$ cat src/hw/rtl/kwm_pkg.sv
`timescale 1ns / 1ps

package kwm_pkg;

  localparam int ValueW         = 31;
  localparam int ListW          = 6;
  localparam int CountW         = 7;
  localparam int ActionW        = 2;
  localparam int DefaultMaxLists = 64;

  typedef enum logic [ActionW-1:0] {
    ACT_LOAD    = 2'd0,
    ACT_BUILD   = 2'd1,
    ACT_REPLACE = 2'd2,
    ACT_NOP     = 2'd3
  } action_e;

  typedef struct packed {
    logic [ActionW-1:0] action;
    logic [ListW-1:0]   list_id;
    logic [ValueW-1:0]  value;
  } item_t;

  typedef struct packed {
    logic [ValueW-1:0] top_value;
    logic [ListW-1:0]  top_list;
    logic              done_res;
  } result_t;

  // One heap slot: the head value and the list it came from.
  typedef struct packed {
    logic [ListW-1:0]  list;
    logic [ValueW-1:0] value;
  } entry_t;

endpackage

$ cat src/hw/rtl/kwm_heap_ram.sv
`timescale 1ns / 1ps

module kwm_heap_ram #(
  parameter int Depth = kwm_pkg::DefaultMaxLists,
  parameter int AddrW = $clog2(Depth)
) (
  input  logic                  clk_i,
  input  logic                  we_i,
  input  logic [AddrW-1:0]      waddr_i,
  input  kwm_pkg::entry_t       wdata_i,
  input  logic                  re_i,
  input  logic [AddrW-1:0]      raddr_i,
  output kwm_pkg::entry_t       rdata_o
);

  kwm_pkg::entry_t mem_q [Depth];
  kwm_pkg::entry_t rdata_q;

  always_ff @(posedge clk_i) begin
    if (we_i) begin
      mem_q[waddr_i] <= wdata_i;
    end
    if (re_i) begin
      rdata_q <= mem_q[raddr_i];
    end
  end

  assign rdata_o = rdata_q;

endmodule

$ cat src/hw/rtl/kway_merge_4ary_max_heap.sv
`timescale 1ns / 1ps

// Port group   Direction  Ports                      Beat taken when
// item         in         start, busy, item_i        start high and busy low
// result       out        res_valid_o, res_o         res_valid_o high (one cycle)
// list_count   in         cfg_we_i, cfg_wdata_i      cfg_we_i high
//
// A load, an unused action or a small build goes from idle straight to the report state.
// A sift-down level steps through S_LEVEL, S_SCAN and S_DEC and reads its children one at a time
// through the single memory read port; S_DEC writes the larger of the key and the best child.
// Build repeats the sift-down for every parent, last one first.
// Reset leaves the heap memory undefined; only the control state and list_count clear.
// A result is shown for one cycle and cannot be held off; busy drops as it shows.
module kway_merge_4ary_max_heap #(
  parameter int MAX_LISTS = kwm_pkg::DefaultMaxLists
) (
  input  logic                          clk_i,
  input  logic                          rst_ni,
  input  logic                          start,
  output logic                          busy,
  input  kwm_pkg::item_t                item_i,
  output logic                          res_valid_o,
  output kwm_pkg::result_t              res_o,
  input  logic                          cfg_we_i,
  input  logic [kwm_pkg::CountW-1:0]    cfg_wdata_i
);

  localparam int AW = $clog2(MAX_LISTS);
  localparam int SW = AW + 1;
  localparam int FW = AW + 3;

  typedef enum logic [2:0] {
    S_IDLE,
    S_KEY,
    S_LEVEL,
    S_SCAN,
    S_DEC,
    S_REPORT
  } state_e;

  state_e                       state_q;
  logic [kwm_pkg::CountW-1:0]   list_count_q;
  logic                         build_q;
  logic [AW-1:0]                bld_q;
  logic [AW-1:0]                pos_q;
  kwm_pkg::entry_t              key_q;
  kwm_pkg::entry_t              best_q;
  logic [AW-1:0]                best_idx_q;
  logic [FW-1:0]                first_q;
  logic [2:0]                   nch_q;
  logic [2:0]                   iss_q;
  logic [2:0]                   got_q;
  kwm_pkg::entry_t              top_q;
  logic                         res_valid_q;
  kwm_pkg::result_t             res_q;

  logic                         mem_we;
  logic [AW-1:0]                mem_waddr;
  kwm_pkg::entry_t              mem_wdata;
  logic                         mem_re;
  logic [AW-1:0]                mem_raddr;
  kwm_pkg::entry_t              mem_rdata;

  logic [SW-1:0]                size_w;
  logic [FW-1:0]                size_f;
  logic [FW-1:0]                first_w;
  logic [FW-1:0]                rem_w;
  logic [2:0]                   nch_w;
  logic                         leaf_w;
  logic                         accept_w;
  logic                         load_ok_w;
  logic                         build_ok_w;
  logic                         sink_end_w;
  logic                         more_build_w;
  logic                         key_wins_w;
  logic                         cand_wins_w;

  assign accept_w = start && !busy;

  assign size_w = ({25'd0, list_count_q} > 32'(MAX_LISTS)) ? SW'(MAX_LISTS)
                                                             : SW'(list_count_q);
  assign size_f  = FW'(size_w);
  assign first_w = {1'b0, pos_q, 2'b01};
  assign leaf_w  = first_w >= size_f;
  assign rem_w   = size_f - first_w;
  assign nch_w   = (rem_w > FW'(4)) ? 3'd4 : rem_w[2:0];

  assign load_ok_w   = 32'(item_i.list_id) < 32'(MAX_LISTS);
  assign build_ok_w  = size_w >= SW'(2);
  assign key_wins_w  = key_q.value >= best_q.value;
  assign cand_wins_w = (got_q == 3'd0) || (mem_rdata.value > best_q.value);

  // A sift-down ends when the key lands at its slot.
  assign sink_end_w   = ((state_q == S_LEVEL) && leaf_w) ||
                        ((state_q == S_DEC) && key_wins_w);
  assign more_build_w = build_q && (bld_q != '0);

  always_comb begin
    mem_we    = 1'b0;
    mem_waddr = pos_q;
    mem_wdata = key_q;
    mem_re    = 1'b0;
    mem_raddr = '0;
    unique case (state_q)
      S_IDLE: begin
        if (accept_w && item_i.action == kwm_pkg::ACT_LOAD && load_ok_w) begin
          mem_we          = 1'b1;
          mem_waddr       = AW'(item_i.list_id);
          mem_wdata.list  = item_i.list_id;
          mem_wdata.value = item_i.value;
        end
        if (accept_w && item_i.action == kwm_pkg::ACT_BUILD && build_ok_w) begin
          mem_re    = 1'b1;
          mem_raddr = AW'((size_w - SW'(2)) >> 2);
        end
      end
      S_LEVEL: begin
        if (!leaf_w) begin
          mem_re    = 1'b1;
          mem_raddr = AW'(first_w);
        end
      end
      S_SCAN: begin
        if (iss_q < nch_q) begin
          mem_re    = 1'b1;
          mem_raddr = AW'(first_q + FW'(iss_q));
        end
      end
      S_DEC: begin
        mem_we = 1'b1;
        if (!key_wins_w) begin
          mem_wdata = best_q;
        end
      end
      default: begin
      end
    endcase
    if (sink_end_w) begin
      mem_we = 1'b1;
      if (more_build_w) begin
        // Next parent to the left; it lies below the slot being written.
        mem_re    = 1'b1;
        mem_raddr = bld_q - AW'(1);
      end
    end
  end

  kwm_heap_ram #(
    .Depth (MAX_LISTS),
    .AddrW (AW)
  ) u_ram (
    .clk_i   (clk_i),
    .we_i    (mem_we),
    .waddr_i (mem_waddr),
    .wdata_i (mem_wdata),
    .re_i    (mem_re),
    .raddr_i (mem_raddr),
    .rdata_o (mem_rdata)
  );

  always_ff @(posedge clk_i or negedge rst_ni) begin
    if (!rst_ni) begin
      state_q      <= S_IDLE;
      list_count_q <= '0;
      build_q      <= 1'b0;
      res_valid_q  <= 1'b0;
      iss_q        <= '0;
      got_q        <= '0;
      nch_q        <= '0;
    end else begin
      res_valid_q <= 1'b0;
      if (cfg_we_i) begin
        list_count_q <= cfg_wdata_i;
      end
      // Slot 0 is mirrored so the top can be reported without a read.
      if (mem_we && mem_waddr == '0) begin
        top_q <= mem_wdata;
      end
      unique case (state_q)
        S_IDLE: begin
          if (accept_w) begin
            build_q <= 1'b0;
            state_q <= S_REPORT;
            if (item_i.action == kwm_pkg::ACT_BUILD && build_ok_w) begin
              build_q <= 1'b1;
              bld_q   <= AW'((size_w - SW'(2)) >> 2);
              pos_q   <= AW'((size_w - SW'(2)) >> 2);
              state_q <= S_KEY;
            end else if (item_i.action == kwm_pkg::ACT_REPLACE) begin
              pos_q       <= '0;
              key_q.list  <= top_q.list;
              key_q.value <= item_i.value;
              state_q     <= S_LEVEL;
            end
          end
        end
        S_KEY: begin
          key_q   <= mem_rdata;
          state_q <= S_LEVEL;
        end
        S_LEVEL: begin
          if (!leaf_w) begin
            first_q <= first_w;
            nch_q   <= nch_w;
            iss_q   <= 3'd1;
            got_q   <= 3'd0;
            state_q <= S_SCAN;
          end
        end
        S_SCAN: begin
          if (iss_q < nch_q) begin
            iss_q <= iss_q + 3'd1;
          end
          if (cand_wins_w) begin
            best_q     <= mem_rdata;
            best_idx_q <= AW'(first_q + FW'(got_q));
          end
          got_q <= got_q + 3'd1;
          if (got_q == nch_q - 3'd1) begin
            state_q <= S_DEC;
          end
        end
        S_DEC: begin
          if (!key_wins_w) begin
            pos_q   <= best_idx_q;
            state_q <= S_LEVEL;
          end
        end
        S_REPORT: begin
          res_valid_q     <= 1'b1;
          res_q.top_value <= top_q.value;
          res_q.top_list  <= top_q.list;
          res_q.done_res  <= (top_q.value == '0);
          state_q         <= S_IDLE;
        end
        default: begin
          state_q <= S_IDLE;
        end
      endcase
      if (sink_end_w) begin
        if (more_build_w) begin
          bld_q   <= bld_q - AW'(1);
          pos_q   <= bld_q - AW'(1);
          state_q <= S_KEY;
        end else begin
          state_q <= S_REPORT;
        end
      end
    end
  end

  assign busy        = (state_q != S_IDLE);
  assign res_valid_o = res_valid_q;
  assign res_o       = res_q;

  a_no_back_to_back_result : assert property (@(posedge clk_i) disable iff (!rst_ni)
    res_valid_q |=> !res_valid_q)
    else $error("result strobe held for two cycles");

  a_accept_goes_busy : assert property (@(posedge clk_i) disable iff (!rst_ni)
    accept_w |=> busy)
    else $error("accepted beat did not make the engine busy");

  a_no_rw_collision : assert property (@(posedge clk_i) disable iff (!rst_ni)
    (mem_we && mem_re) |-> (mem_waddr != mem_raddr))
    else $error("read and write hit the same heap slot in one cycle");

  a_scan_in_range : assert property (@(posedge clk_i) disable iff (!rst_ni)
    (state_q == S_SCAN) |-> (got_q < nch_q && nch_q <= 3'd4))
    else $error("child scan ran past the children of the node");

  a_done_matches : assert property (@(posedge clk_i) disable iff (!rst_ni)
    res_valid_o |-> (res_o.done_res == (res_o.top_value == '0)))
    else $error("done flag disagrees with the top value");

endmodule
$ cat config.mk
export PLATFORM = sky130hd
export DESIGN_NAME = kway_merge_4ary_max_heap
export DESIGN_NICKNAME = d
export VERILOG_FILES = /design/src/hw/rtl/kwm_pkg.sv /design/src/hw/rtl/kwm_heap_ram.sv /design/src/hw/rtl/kway_merge_4ary_max_heap.sv
export SDC_FILE = /design/constraint.sdc
export NUM_CORES = 2
export LEC_CHECK = 0
export ABC_AREA = 1
export BUFFER_PORTS_ARGS = -buffer_cell sky130_fd_sc_hd__buf_2
export CAP_MARGIN = 40
export CORE_MARGIN = 10
export CORE_UTILIZATION = 30
export DETAILED_ROUTE_END_ITERATION = 8
export PLACE_DENSITY = 0.47
export SLEW_MARGIN = 10
export SYNTH_ARGS = -nofsm -noshare
export SYNTH_HDL_FRONTEND = slang
export SYNTH_SLANG_ARGS = --single-unit
export TNS_END_PERCENT = 30
$ cat constraint.sdc
create_clock -name clk_i -period 5.5 [get_ports clk_i]
set_input_delay 0 -clock clk_i [delete_from_list [all_inputs] [get_ports clk_i]]
set_output_delay 0 -clock clk_i [all_outputs]
set_load 0.01 [all_outputs]
==> run_results.csv <==
group,metric,value,unit
final_layout,final-seq-area,77900,sq um
clock_network,clkTransAtPathRegs,60,ps
die,fp.dieArea,412000,sq um
critical_path,cp-end-kind,"flip-flop",
power,peakVddDrop,0.780,mV
final_layout,fin_cells,16000,
final_layout,multi_input_area,29700,sq um
detailed_routing,drt_pass1_iterations,6,
yosys,synth.largest_area_cell,"edfxtp_1",
grt,grtUsageTotal,17.9,%
yosys,synth_edf_count,2576,
die,die_h,642,um
final_layout,fin_nets,10700,
critical_path,reg2reg_slack,340,ps
yosys,synth_xor_xnor_area_share,0.159,%
timing,fin_tns_setup,0,ps
clock_network,post_cts_resized,0,
grt,grt-ovfl-total,0,
clock_network,ctsHoldBuffers,94,
grt,grt_pass1_vias,77200,
yosys,synth_ff_type,"edfxtp_1",
grt,antenna_found_initial,13,
clock_network,clk_latency,900,ps
clock_network,cts.sinks,2597,
die,row_count,228,
placement,globalplace.congestion,0.846,
critical_path,r2r_start,"list_count_q[1]$_DFFE_PN0P_",
yosys,synth_top_area_share,66.7,%
power,p_per_area,606,nW/um^2
worst_hold_path,hp-class,"primary input to flip-flop",
timing,fin_crit,5160,ps
critical_path,critical_path_arrival,5880,ps
timing,slew_violations,0,
die,start_util,30.1,%
critical_path,crit_type,"flip-flop to flip-flop",
status,status,"finished, final reports clean",
placement,portBuffers,89,
detailed_routing,drtIter0Drc,8000,
final_layout,layout-drive-gt1-share,9.17,%
yosys,yosys.area_share.adder,0.885,%
detailed_routing,routed_wl,383000,um
final_layout,final_area,135000,sq um
critical_path,rr_worst_depth,22,
die,core_area,385000,sq um
critical_path,worstSetupStartpointType,"flip-flop",
yosys,synth-seq-area-share,67.2,%
grt,grt_max_degree,170,
clock_network,cts_buffers,293,
die,ios,90,
clock_network,cts_root_buf,"clkbuf_16",
timing,maxSlewHeadroom,18.7,%
clock_network,cts_max_level,5,
placement,dp_hpwl,215000,um
clock_network,post_cts_buffers,0,
yosys,postSynthCellCount,10400,
detailed_routing,drc,0,
yosys,synth_compound_area_share,0.916,%
critical_path,cp_data_required_time,6220,ps
worst_hold_path,min_from,"item_i[21]",
yosys,ys_types,49,
worst_hold_path,hold-path-cell-count,4,
placement,postPlaceCellArea,125000,sq um
timing,fmax,0.194,GHz
detailed_routing,postRouteAntennaNets,0,
timing,finalCritPeriodShare,93.8,%
yosys,syn_nets,10600,
worst_hold_path,holdPathEnd,"key_q[21]$_DFFE_PP_",
timing,finalHoldViolCount,0,
final_layout,areaGrowthSynthToFinish,16.7,%
yosys,yosys_register_bits,2597,
grt,grt_pass1_wl,552000,um
critical_path,rr_endpoint,"u_ram.rdata_o[33]$_DFFE_PP_",
timing,worst_pin_slew,1220,ps
yosys,netlist_top_cells_area,"edfxtp_1 67%, nand3_1 11%, nand3b_1 5.7%, nand2_1 5.6%, inv_1 4.9%",
clock_network,cts_tree,"done",
yosys,netlist_area,116000,sq um
yosys,avgSynthCellArea,11.1,sq um
critical_path,cp_max_fo,106,
placement,dp.cells,15400,
detailed_routing,avgRoutedWirePerCell,23.9,um
power,p_leak,51.9,nW
timing,setup_violations,0,
yosys,synth_top_family_by_area,"simple AND/OR/NAND/NOR gates",
die,fp.dieW,642,um
yosys,synth_warnings,0,
detailed_routing,vias,79700,
timing,rsz0062_at_grt,"no",
timing,finClkSkew,35.7,ps
power,finalPower,0.0819,W
detailed_routing,viasPerCell,4.98,
final_layout,n_fill_cell,38000,
yosys,synthMuxAreaShare,0.00972,%
job,cap_violations,0,
yosys,ys_async_sr_fraction,0.809,%
clock_network,cts_buffer_depth,4,
yosys,synthSimpleGateAreaFrac,23.2,%
## synth_stat cells, drive strengths merged, types with 3 or more instances
master,number
a21oi,48
inv,1513
a221oi,11
clkbuf,179
nor3,19
o221ai,4
nor4,10
a41oi,9
nand2,1755
buf,493
dfrtp,21
a21o,3
o21ai,74
nand3,2553
o211ai,16
xnor2,9
nor2,112
nand4,15
ha,82
or2,3
edfxtp,2576
xor2,12
nand3b,887
## sequential cells by signal, summed over array words and instances (netlist names), 4 cells and up
name / flops
u_ram.rdata_o: 37
best_idx_q: 6
pos_q: 6
best_q: 37
first_q: 4
res_o: 38
bld_q: 6
u_ram.mem_q: 2368
key_q: 37
top_q: 37
list_count_q: 7
## report_power, final
group / switching (W) / total (W) / internal (W)
clock network: 0.00807 / 0.0188 / 0.0107
logic: 0.0264 / 0.0361 / 0.00967
registers: 0.000794 / 0.0270 / 0.0262
## worst max-delay path by stage
stage,from,endpoint,depth (start not counted)
floorplan,list_count_q[6]$_DFFE_PN0P_,u_ram.mem_q[40][0]$_DFFE_PP_,13
global placement,list_count_q[1]$_DFFE_PN0P_,u_ram.rdata_o[0]$_DFFE_PP_,25
finish,list_count_q[1]$_DFFE_PN0P_,u_ram.rdata_o[33]$_DFFE_PP_,22
detailed placement,list_count_q[1]$_DFFE_PN0P_,u_ram.rdata_o[0]$_DFFE_PP_,25
global route,list_count_q[1]$_DFFE_PN0P_,u_ram.rdata_o[3]$_DFFE_PP_,25
CTS,list_count_q[1]$_DFFE_PN0P_,u_ram.rdata_o[0]$_DFFE_PP_,25
## logic make-up (layout without fill, tap and decap cells)
| family | after synthesis | count (layout) |
|---|---|---|
| multiplexers | 1 | 1 |
| flip-flops | 2597 | 2597 |
| AND/OR/NAND/NOR | 5355 | 5355 |
| other | 0 | 13 |
| adder cells (fa/ha/maj) | 82 | 82 |
| AO/OA/AOI/OAI | 178 | 178 |
| XOR/XNOR | 21 | 21 |
| buffers and inverters | 2186 | 2584 |
## layout make-up
class	count	share of cell area (%)
Antenna cell	13	0.0241
Clock buffer	359	5.76
Clock inverter	164	0.884
Inverter	1514	4.23
Multi-Input combinational cell	5637	22.0
Sequential cell	2597	57.6
Tap cell	5175	4.79
Timing Repair Buffer	547	4.71
## routing by layer
metal | GRT usage, % | wire, um | vias up
met3 | 3.72 | 28700 | 573
met2 | 28.3 | 173000 | 2866
met5 | 0 | 276 | -
met1 | 24.9 | 170000 | 39900
met4 | 5.09 | 10700 | 2
li1 | - | - | 36300
## cells in the final DEF (no fill, tap or decap), types with 57 or more instances in the layout
master / Yosys / routed
buf_12: 0 / 161
buf_2: 444 / 91
buf_4: 20 / 188
clkbuf_16: 0 / 303
clkinv_1: 1 / 76
clkinv_2: 0 / 57
dlygate4sd3_1: 0 / 94
edfxtp_1: 2576 / 2576
ha_1: 82 / 82
inv_1: 1502 / 1464
nand2_1: 1743 / 1743
nand3_1: 2548 / 2540
nand3b_1: 887 / 887
nor2_1: 102 / 72
o21ai_0: 71 / 62
## worst max-delay path, stage by stage, from the launching register on
cell	delay [ps]
dfrtp_1	410
nor2_1	150
nand3_1	90
nand2_1	60
inv_1	50
nor2_1	140
ha_1	300
nand3_1	120
nand2_1	70
nand2_1	110
nand4_2	110
nand2_1	100
nand2_1	190
nand3b_1	280
nand2_8	170
inv_8	360
buf_12	600
nand3_1	160
nand3_1	100
nand3_1	110
nand3_1	300
nand3_1	490
nand2_1	280
## metrics by stage
step,worst slack [ps],util (%),hold slack [ps]
after floorplan,124,-,-296
after global placement,399,32.4,96.0
after detailed placement,503,32.5,110
final,341,35.1,68.9
after CTS,485,35.0,34.8
after global routing,108,35.1,90.4
Power figures use the tool's default switching activity.
